--- src/rtl/core/blir_pkg.sv ---
// blir_pkg: shared types and constants of the bounded list
// depends on nothing; used by blir_cell, blir_ctrl and bounded_list_insert_remove
`default_nettype none

package blir_pkg;

  localparam int Depth    = 64;
  localparam int ElemW    = 32;
  localparam int IdxW     = $clog2(Depth);
  localparam int CntW     = $clog2(Depth) + 1;
  localparam int OpW      = 2;
  localparam int StatusW  = 2;

  localparam logic [CntW-1:0] CapReset = CntW'(Depth);

  typedef enum logic [OpW-1:0] {
    OpInsert = 2'd0,
    OpRemove = 2'd1,
    OpRead   = 2'd2,
    OpClear  = 2'd3
  } op_e;

  typedef enum logic [StatusW-1:0] {
    StOk       = 2'd0,
    StBadIndex = 2'd1,
    StFull     = 2'd2,
    StEmpty    = 2'd3
  } status_e;

  // command handed to every cell in the row
  typedef struct packed {
    logic             ins;   // insert: shift up above the position
    logic             rem;   // remove: shift down from the position
    logic [ElemW-1:0] elem;  // word written at the position on insert
  } cell_cmd_t;

endpackage

`default_nettype wire

--- src/rtl/core/blir_cell.sv ---
// blir_cell: one storage cell of the list row
// depends on blir_pkg for the command struct and word width
`default_nettype none

module blir_cell (
  input  wire logic                          clk_i,
  input  wire blir_pkg::cell_cmd_t           cmd_i,
  input  wire logic                          at_pos_i,
  input  wire logic                          above_pos_i,
  input  wire logic [blir_pkg::ElemW-1:0]    left_i,
  input  wire logic [blir_pkg::ElemW-1:0]    right_i,
  output      logic [blir_pkg::ElemW-1:0]    word_o
);

  logic [blir_pkg::ElemW-1:0] word_q, word_d;

  always_comb begin
    word_d = word_q;
    if (cmd_i.ins) begin
      if (at_pos_i) begin
        word_d = cmd_i.elem;
      end else if (above_pos_i) begin
        word_d = left_i;
      end
    end else if (cmd_i.rem && (at_pos_i || above_pos_i)) begin
      word_d = right_i;
    end
  end

  // payload only, no reset
  always_ff @(posedge clk_i) begin
    word_q <= word_d;
  end

  assign word_o = word_q;

endmodule

`default_nettype wire

--- config.mk ---
export PLATFORM = sky130hd
export DESIGN_NAME = blir_cell
export DESIGN_NICKNAME = d
export VERILOG_FILES = /design/src/rtl/core/blir_pkg.sv /design/src/rtl/core/blir_cell.sv
export SDC_FILE = /design/constraint.sdc
export NUM_CORES = 1
export LEC_CHECK = 0
export ABC_AREA = 1
export BUFFER_PORTS_ARGS = -buffer_cell sky130_fd_sc_hd__buf_2
export CAP_MARGIN = 40
export CELL_PAD_IN_SITES_DETAIL_PLACEMENT = 1
export CELL_PAD_IN_SITES_GLOBAL_PLACEMENT = 2
export CORE_MARGIN = 2
export CORE_UTILIZATION = 23
export CTS_CLUSTER_SIZE = 16
export DETAILED_ROUTE_END_ITERATION = 6
export GPL_ROUTABILITY_DRIVEN = 1
export GPL_TIMING_DRIVEN = 0
export PLACE_DENSITY = 0.87
export SETUP_SLACK_MARGIN = 0.05
export SYNTH_ARGS = -nofsm -noshare
export SYNTH_HDL_FRONTEND = slang
export SYNTH_SLANG_ARGS = --single-unit
export TNS_END_PERCENT = 30
--- constraint.sdc ---
create_clock -name clk_i -period 8.4 [get_ports clk_i]
set_input_delay 1.68 -clock clk_i [delete_from_list [all_inputs] [get_ports clk_i]]
set_output_delay 1.68 -clock clk_i [all_outputs]
set_load 0.05 [all_outputs]
# [After elaboration in Yosys (flattened, before gate mapping)]
# Index checks and enable logic that the tools add are counted.
[word_totals] reg_bits=32 word_cells=10 inputBits=101 output_inout_bits=32
[op_classes] n_reduce_logical=4 eq_ne=1 muxes=4
[ops] operator="$mux 32" count=4
[ops] operator="$ne 3x1->1 const B" count=1
[ops] operator="$reduce_and 2->1" count=1
[ops] operator="$reduce_bool 2->1" count=1
[ops] operator="$logic_and 1x1->1" count=1
[ops] operator="$logic_or 1x1->1" count=1

# [Longest topological paths before layout]
[depth] depth_word=4 depth_mapped=6 depth_no_buf=4

# [Least setup slack after synthesis]
# No wires, ideal clock.
[synth_timing] path_type="input-to-reg" from="input at_pos_i" to="register word_q (netlist bit word_o[0]) (enable)" slack_ns=4.626 t_required_ns=7.978 path_stages=4 arrival_ns=3.353 setup_time_ns=0.422 path_buffers=2 path_cell_list="buf_6 -> buf_4 -> nor2_1 -> nor2_1"
[synth_between] elab_chain_cells=4 elab_cells_between_ends=5 classes_between="1 x eq/ne; 4 x reduce/logical"
[synth_lines] item="from (decl)" line_no="blir_cell.sv:8" source="input wire logic at_pos_i,"
[synth_lines] item="$logic_or 1x1->1" line_no="blir_cell.sv:25" source="end else if (cmd_i.rem && (at_pos_i || above_pos_i)) begin"
[synth_lines] item="$logic_and 1x1->1" line_no="blir_cell.sv:25"
[synth_lines] item="$reduce_bool 2->1 (no source line)"
[synth_lines] item="$reduce_and 2->1 (no source line) *"
[synth_lines] item="to (signal assigned)" line_no="blir_cell.sv:32" source="word_q <= word_d;"
[synth_lines] item="to (decl)" line_no="blir_cell.sv:15" source="logic [blir_pkg::ElemW-1:0] word_q, word_d;"
# Mark *: on every way between the ends. The rest lies on a longest branch, timed or not.
# A chain may end at the register's enable or synchronous reset.

# [Worst setup path in the final report]
[layout_timing] from="input at_pos_i" to="register word_q (netlist bit word_o[2]) (enable)"
# The elaborated chain is that of the path after synthesis.

==> impl_metrics.toml <==
[power_and_ir_drop]
power.switching_uw = 187
power.leakage_uw = 0.00173
switching_share = 0.378
p_seq_frac = 0.415
vdd_ir_drop_max_mv = 0.0495
power_frac_comb = 0.346
power_frac_clock = 0.238
powerDensity_nw_per_um2 = 169
p_int_uw = 308

[detailed_routing]
post_drt_via_cell_ratio = 4.14
wl_per_cell_um = 13.2
drtPass1Iterations = 4
num_vias = 2160
ant_nets = 0
drc_errors = 0
drtIter0Drc = 49
wl_um = 6890

[synth]
synth_cell_types = 12
synth_top_area_cell = "edfxtp_1"
synthesis.area_um2 = 2030
yosys_warnings = 0
ys_ff_latch = 32
synth.area.top_cells = "edfxtp_1 47%, nand2_1 20%, inv_1 12%"
synth_top_area_frac = 0.473
seq_area_frac_synth = 0.473
syn_avg_cell_area_um2 = 7.38
synthTopCellsByCount = "109 x nand2_1, 64 x inv_1, 32 x edfxtp_1, 32 x nand3_1, 19 x nand2_2"
yosysMostFrequentCell = "nand2_1"
synth_edf_count = 32
synthesis.nets = 376
async_flop_share = 0
synthCells = 275
ys.flop_type = "edfxtp_1"

[layout]
largest_reg_flops = 32
drive_gt1_frac = 0.415
syn2layout_area_growth_pct = 44.4
post-route-util = 0.339
diodes = 0
final_nets = 514

[global_routing]
grt_overflow_total = 0
antenna_found_initial = 0
grt_pass1_vias = 2314
grt_pass1_wl_um = 11100
grt_max_degree = 18
grt_usage = 0.145

[placement]
dpl.hpwl_um = 5320
place_congestion = 0.785
port-buffer-count = 130

[critical_path]
crit_arrival_ns = 2.77
crit_fanout = 17
required_ns = 8.40
endpoint_kind = "flip-flop"
start_kind = "input pin"
worstSetupPathType = "input pin to flip-flop"

[timing]
timing.fmax_mhz = 361
tns_ns = 0
layout_min_cycle_time_ns = 2.77
timing.hold.ws_ns = 1.66
slew_headroom = 0.630
period_share = 0.330
drv_slew = 0
rsz0062_at_grt = "no"
finalHoldViolations = 0
setup_viol = 0
worst_pin_slew_ns = 0.553

[floorplan]
die_h_um = 97.9
fp.coreArea_um2 = 8640
num_io_pins = 133
fp-row-count = 34
die-area_um2 = 9590
dieWidth_um = 97.9
start_util = 0.235

[clocking]
cts_max_path_buffers = 2
ctsResizeCount = 0
cts_setup_buffers = 0
ctsHoldBuffers = 0
cts.sinks = 32
htree_levels = 2
cts_tree = "done"
cts-root-buf = "clkbuf_8"
clk_pin_slew_worst_paths_ns = 0.08
cts_buffers = 5

[hold_path]
hold_class = "input pin to flip-flop"

[run_status]
status = "complete, no violations"

[run]
max_cap_viol_count = 0
worst max-delay path, cell delays in order:
cell	delay [ns]
buf_6	0.11
buf_4	0.18
nor2_1	0.09
nor2_4	0.46
buf_16	0.23
cell type report:
cell class                      count  area [um2]
Buffer                             14         116
Clock buffer                        7        76.3
Clock inverter                      1        3.75
Fill cell                        1149        5710
Inverter                           66         253
Multi-Input combinational cell    163         707
Sequential cell                    32         961
Tap cell                          108         135
Timing Repair Buffer              131         678
power groups by stage:
stage	Sequential, uW	Combinational, uW	Clock, uW
finish	205	171	118
global route	208	184	128
CTS	206	174	122
detailed placement	209	173	0
global placement	209	168	0
floorplan	282	42.2	0
cell families after synthesis:
logic type / synth area share
and+or+nand+nor: 0.345
buffers and inverters: 0.182
DFF: 0.473
per-layer routing:
| layer | vias to the layer above | track usage | wire [um] |
|---|---|---|---|
| met5 | - | 0 | 0 |
| met3 | 7 | 0.0365 | 505 |
| met4 | 0 | 0.0449 | 101 |
| met2 | 78 | 0.256 | 3370 |
| li1 | 1087 | - | - |
| met1 | 988 | 0.172 | 2910 |
final timing paths:
check	from	endpoint	slack, ns	depth (start not counted)
setup / recovery	at_pos_i	word_o[2]$_DFFE_PP_	5.63	5
hold / removal	right_i[5]	word_o[5]$_DFFE_PP_	1.66	3
placed cells by master (no fill, tap or decap):
cell      Yosys  layout
buf_8         2       2
inv_1        64      64
buf_4         3       3
nand3_1      32      32
nand2_1     109     109
nand2_2      19      19
buf_16        0       1
clkbuf_8      0       5
inv_2         1       1
buf_2         6     136
clkinv_1      0       1
nor2_4        0       1
clkbuf_1      0       2
nor2_1        3       2
buf_6         3       3
edfxtp_1     32      32
inv_6         1       1
stage by stage:
stage          power [uW]  cells  setup WS [ns]  cell area (um2)
6_report              494    522           5.63             2930
3_3_place_gp          377    513           3.62             2820
3_5_place_dp          382    514           5.27             2850
4_1_cts               502    522           5.58             2930
2_1_floorplan         325    275           4.63             2030
5_1_grt               520    522           5.55             2930
Power figures use the tool's default switching activity.
