[src/rtl/core/blir_pkg.sv]
// blir_pkg: shared types and constants of the bounded list
// depends on nothing; used by blir_cell, blir_ctrl and bounded_list_insert_remove
`default_nettype none

package blir_pkg;

  localparam int Depth    = 64;
  localparam int ElemW    = 32;
  localparam int IdxW     = $clog2(Depth);
  localparam int CntW     = $clog2(Depth) + 1;
  localparam int OpW      = 2;
  localparam int StatusW  = 2;

  localparam logic [CntW-1:0] CapReset = CntW'(Depth);

  typedef enum logic [OpW-1:0] {
    OpInsert = 2'd0,
    OpRemove = 2'd1,
    OpRead   = 2'd2,
    OpClear  = 2'd3
  } op_e;

  typedef enum logic [StatusW-1:0] {
    StOk       = 2'd0,
    StBadIndex = 2'd1,
    StFull     = 2'd2,
    StEmpty    = 2'd3
  } status_e;

  // command handed to every cell in the row
  typedef struct packed {
    logic             ins;   // insert: shift up above the position
    logic             rem;   // remove: shift down from the position
    logic [ElemW-1:0] elem;  // word written at the position on insert
  } cell_cmd_t;

endpackage

`default_nettype wire

[src/rtl/core/blir_ctrl.sv]
// blir_ctrl: operation decode, index checks and next count
// depends on blir_pkg for op and status codes
`default_nettype none

module blir_ctrl (
  input  wire logic [blir_pkg::OpW-1:0]    op_i,
  input  wire logic [blir_pkg::IdxW-1:0]   index_i,
  input  wire logic [blir_pkg::ElemW-1:0]  element_i,
  input  wire logic [blir_pkg::CntW-1:0]   count_i,
  input  wire logic [blir_pkg::CntW-1:0]   cap_i,
  output      blir_pkg::cell_cmd_t         cmd_o,
  output      blir_pkg::status_e           status_o,
  output      logic                        rd_ok_o,
  output      logic [blir_pkg::CntW-1:0]   count_o
);

  logic [blir_pkg::CntW-1:0] idx_ext;

  assign idx_ext = blir_pkg::CntW'(index_i);

  always_comb begin
    cmd_o.ins  = 1'b0;
    cmd_o.rem  = 1'b0;
    cmd_o.elem = element_i;
    status_o   = blir_pkg::StOk;
    rd_ok_o    = 1'b0;
    count_o    = count_i;
    unique case (blir_pkg::op_e'(op_i))
      blir_pkg::OpInsert: begin
        if (idx_ext > count_i) begin
          status_o = blir_pkg::StBadIndex;
        end else if (count_i >= cap_i) begin
          status_o = blir_pkg::StFull;
        end else begin
          cmd_o.ins = 1'b1;
          count_o   = count_i + blir_pkg::CntW'(1);
        end
      end
      blir_pkg::OpRemove, blir_pkg::OpRead: begin
        if (count_i == '0) begin
          status_o = blir_pkg::StEmpty;
        end else if (idx_ext >= count_i) begin
          status_o = blir_pkg::StBadIndex;
        end else if (blir_pkg::op_e'(op_i) == blir_pkg::OpRemove) begin
          cmd_o.rem = 1'b1;
          count_o   = count_i - blir_pkg::CntW'(1);
        end else begin
          rd_ok_o = 1'b1;
        end
      end
      blir_pkg::OpClear: begin
        count_o = '0;
      end
      default: begin
        status_o = blir_pkg::StOk;
      end
    endcase
  end

endmodule

`default_nettype wire

[config.mk]
export PLATFORM = sky130hd
export DESIGN_NAME = blir_ctrl
export DESIGN_NICKNAME = d
export VERILOG_FILES = /design/src/rtl/core/blir_pkg.sv /design/src/rtl/core/blir_ctrl.sv
export SDC_FILE = /design/constraint.sdc
export NUM_CORES = 1
export LEC_CHECK = 0
export BUFFER_PORTS_ARGS = -buffer_cell sky130_fd_sc_hd__buf_2
export CORE_UTILIZATION = 44
export DETAILED_ROUTE_END_ITERATION = 6
export GPL_ROUTABILITY_DRIVEN = 0
export PLACE_DENSITY = 0.95
export SETUP_SLACK_MARGIN = 0.1
export SYNTH_ARGS = -nofsm -noshare
export SYNTH_HDL_FRONTEND = slang
export SYNTH_SLANG_ARGS = --single-unit
[constraint.sdc]
create_clock -name vclk -period 4.7
set_input_delay 0.47 -clock vclk [all_inputs]
set_output_delay 0.47 -clock vclk [all_outputs]
set_load 0.005 [all_outputs]
* Word-level counts from Yosys, hierarchy flattened
Cells that the tools add are included.
Cells by class: $add $sub $neg 2, magnitude comparators 3, equal/unequal tests 3, muxes and demuxes 22, reduce and logical (&&, ||, !) cells 3
Operators by type and width (count):
- $mux 7 | 5
- $pmux 7 s3 | 1
- $mux 1 | 12
- $add 7x1->7 const B | 1
- $ge 6x7->1 | 1
- $ge 7x7->1 | 1
- $gt 6x7->1 | 1
- $logic_not 7->1 | 1
- $sub 7x1->7 const B | 1
- $mux 2 | 3
- $eq 2x2->1 const B | 2
- $pmux 2 s2 | 1
- $eq 2x1->1 const B | 1
- $logic_not 2->1 | 1
- $reduce_or 2->1 | 1
Storage, ports and cells: register bits after elaboration 0, input bits 54, word-level logic and storage cells 33

* Longest topological paths before layout
word-level depth 5, gate-level depth with buffers 9, mapped depth without buffers 8

* Worst setup path after synthesis
OpenSTA, ideal clock, no wires.
path kind input-to-output, start point in count_i[4] (netlist bit), end point out count_o[5] (netlist bit), arrival 2.307 ns, data required time 4.230 ns, path slack 1.923 ns, cell stages on the path 8, path buffers 0, path through inv_1 > ha_1 > a211oi_2 > nor3_1 > or3b_4 > a21o_1 > or4_1 > nand3_1
On the way: word-level cells in the longest chain between the ends 5, elaborated cells between the ends (all ways) 12, classes of those cells add/sub: 2; order compare: 3; mux: 6; reduce/logical: 1
Ends and longest elaborated chain:
- from (decl) | line blir_ctrl.sv:9 | input wire logic [blir_pkg::CntW-1:0] count_i,
- $sub 7x1->7 | line blir_ctrl.sv:46 | count_o = count_i - blir_pkg::CntW'(1);
- $mux 7 | line blir_ctrl.sv:44 | end else if (blir_pkg::op_e'(op_i) == blir_pkg::OpRemove) begin
- $mux 7 | line blir_ctrl.sv:42 | end else if (idx_ext >= count_i) begin
- $mux 7 | line blir_ctrl.sv:40 | if (count_i == '0) begin
- $pmux 7 s3 * | line blir_ctrl.sv:28 | unique case (blir_pkg::op_e'(op_i))
- to (decl) | line blir_ctrl.sv:14 | output logic [blir_pkg::CntW-1:0] count_o
Mark *: on every way between the ends. The rest lies on a longest branch, timed or not.

* Final worst setup path
start point in count_i[1] (netlist bit), end point out count_o[4] (netlist bit)
Same word-level chain as after synthesis.

==> Implementation_results.wiki <==
{| class="wikitable"
! Metric !! Value
|-
| Status || complete, no violations
|-
| Clock buffer count || 0
|-
| # resized after CTS || 0
|-
| Family with the most delay on the worst path || compound AO/OA/AOI/OAI gates
|-
| Switching share of power || 0.560
|-
| CP Max Fanout || 9
|-
| Largest vdd supply drop || 0.0000442 V
|-
| Setup repair after global routing missed its margin || no
|-
| Maximum single-stage delay on the critical path || about 0.46 ns
|-
| Cell count after synthesis || 159
|-
| Average via count per standard cell || 5.77
|-
| Final critical path time including I/O delays and setup || 3.21 ns
|-
| Sequential cell area || 0 um2
|-
| Global Route Usage Sum || 0.172
|-
| Final period util || 0.682
|-
| Hold Startpoint || element_i[13]
|-
| Final Hold Violating Endpoints || 0
|-
| Most frequent cell on the critical path || sky130_fd_sc_hd__buf_2
|-
| Final setup violation count || 0
|-
| Fin nets || 235
|-
| Via count of the first global-routing pass || 906
|-
| Transition at the pin with the smallest max-transition slack || 0.555 ns
|-
| Initial detailed-routing violation count || 16
|-
| I/O Buffers || 34
|-
| Net switching component of the power || 58.9 uW
|-
| Total placed cells including tap cells || 189
|-
| Critical Path Source Type || primary input
|-
| Hold/Removal Path Class || primary input to primary output
|-
| Cell area after synthesis || 0.00113 mm2
|-
| Post-layout power || between 100 and 150 uW
|-
| Grt ovf || 0
|-
| FFs & Latches || 0
|-
| Max capacitance violation total || 0
|-
| Number of unique standard cell types used by synthesis || 42
|-
| Share of power burned in the clock network || 0
|-
| Sequential share of power || 0
|-
| Hold-fix buffers, CTS || 0
|-
| Die width || 52.8 um
|-
| Number of top-level pins || 98
|-
| Remaining DRCs || 0
|-
| Antenna violations before repair || 0
|-
| Total nets after synthesis || roughly 230
|-
| Critical path data required time || about 4.2 ns
|-
| Critical-path cell list || buf_2, inv_1, ha_1, nor2b_1, o21ai_0, or3b_4, a21oi_1, nand3_1, a32oi_1, buf_2
|-
| Arrival time worst endpoint || 2.74 ns
|-
| Postcts setup bufs || 0
|-
| Layout overhead on the synthesized area || -4.30%
|-
| First-pass GRT wire length || 3780 um
|-
| Summed negative setup slack over all endpoints || 0 ns
|-
| Combinational Power Share || 1.000
|-
| Pin count of the biggest net entering global routing || 11
|-
| Power Dens Cells || approximately 97 mW/mm2
|-
| Standard-cell row count || 18
|-
| Largest cells by area after synthesis || sky130_fd_sc_hd__ha_1 (22%), sky130_fd_sc_hd__buf_4 (21%), sky130_fd_sc_hd__nand3_1 (5.3%), sky130_fd_sc_hd__inv_1 (5.3%), sky130_fd_sc_hd__a21oi_1 (3.5%)
|-
| Core area || approximately 0.0025 mm2
|-
| DRT antenna net count || 0
|-
| Area fraction of the dominant cell type after synthesis || 0.221
|-
| Vias post-DR || 1091
|-
| Final instance count without filler cells || approximately 190
|-
| Normalized max-slew margin || 0.630
|-
| Cell internal power dissipation || approximately 46 uW
|-
| Leakage power || 0.572 nW
|-
| Max stage delay cell, worst path || sky130_fd_sc_hd__a21oi_1
|-
| Fraction of layout instances using a drive strength above 1 || 0.252
|-
| Max Slew Vio Count || 0
|-
| Die area || 0.00279 mm2
|-
| Initial core utilization || 0.462
|-
| Final antenna diode count || 0
|-
| Worst setup startpoint || count_i[1]
|-
| First-pass DRT Iterations || 4
|-
| Post-synthesis average cell area || 7.14 um2
|-
| Endpoint kind of the worst setup timing path || primary output
|-
| Buffers and inverters on the worst path || 3
|-
| Mean routed wirelength per cell || 12.8 um
|-
| Critical setup path kind || primary input to primary output
|-
| Synthesis warning total || 0
|-
| Post-detailed-placement half-perimeter wirelength || 2000 um
|-
| Register area share after synthesis || 0
|-
| Routed WL || 2410 um
|-
| Leading area contributor after synthesis || sky130_fd_sc_hd__ha_1
|-
| Floorplan die height || 52.8 um
|-
| Max Fclk || 312 MHz
|}
worst paths after layout:
| path | endpoint | slack (ns) | cells past startpoint |
|---|---|---|---|
| max | count_o[4] | 1.49 | 10 |
| min | cmd_o[13] | 0.94 | 0 |
through the flow:
stage | worst slack [ns] | utilization | hold WS [ns] | cell area, um2
after floorplan | 1.92 | - | 1.02 | 1130
after global placement | 1.58 | 0.442 | 0.940 | 1090
after detailed placement | 1.54 | 0.442 | 0.940 | 1090
after CTS | 1.52 | 0.442 | 0.940 | 1090
after global routing | 1.37 | 0.442 | 0.940 | 1090
final | 1.49 | 0.442 | 0.940 | 1090
cell families (layout without fill, tap and decap cells):
logic type                 after synthesis  after routing  share of synthesized area
AOI/OAI and AO/OA                       33             33                      0.204
xor gates and xnor gates                 4              4                     0.0309
adders and majority gates               20             20                      0.221
buffers and inverters                   50             50                      0.279
and+or+nand+nor                         52             52                      0.266
power by group through the flow:
stage	sequential (mW)	combinational, mW	clock [mW]
after global placement	0	0.102	0
after detailed placement	0	0.104	0
after floorplan	0	0.0903	0
final	0	0.105	0
after global routing	0	0.118	0
after CTS	0	0.104	0
layer usage:
metal / vias up / GRT usage / share of wire
met2: 48 / 0.323 / 0.47
met3: 8 / 0.00290 / 0.083
met1: 490 / 0.215 / 0.43
met4: 0 / 0.0351 / 0.016
met5: - / 0 / 0
li1: 545 / - / -
layout by cell type, fill, tap and decap left out, types with 2 or more instances in the layout:
cell                       Yosys  routed
sky130_fd_sc_hd__or4_1         2       2
sky130_fd_sc_hd__ha_1         20      20
sky130_fd_sc_hd__o21ai_0       5       5
sky130_fd_sc_hd__nor3b_1       2       2
sky130_fd_sc_hd__nand2b_1      2       2
sky130_fd_sc_hd__xnor2_1       3       3
sky130_fd_sc_hd__o311ai_0      2       2
sky130_fd_sc_hd__nand3_1      12      12
sky130_fd_sc_hd__nor2_1        6       6
sky130_fd_sc_hd__a21oi_1       8       8
sky130_fd_sc_hd__nor3_1        2       2
sky130_fd_sc_hd__and2_1        3       3
sky130_fd_sc_hd__nand4_1       4       4
sky130_fd_sc_hd__buf_2         0      34
sky130_fd_sc_hd__nor2b_1       2       2
sky130_fd_sc_hd__nand2_1       6       6
sky130_fd_sc_hd__and3_1        3       3
sky130_fd_sc_hd__a32oi_1       2       2
sky130_fd_sc_hd__o211ai_1      2       2
sky130_fd_sc_hd__a31oi_1       2       2
sky130_fd_sc_hd__a21o_1        3       3
sky130_fd_sc_hd__inv_1        16      16
Yosys cell counts, drive strengths merged (3+ instances only):
library cell and number:
nand2 6, ha 20, nand3 12, o21ai 5, inv 16, a21oi 9, xnor2 3, a21o 3
nor2 6, and2 3, buf 33, and3 4, nand4 4
final cells by class:
cell class,instances,area [um2]
tap,30,37.5
multi-input combinational,109,818
inverter,16,60.1
fill,264,1370
timing repair buffer,34,170
(Power assumes the default switching activity.)
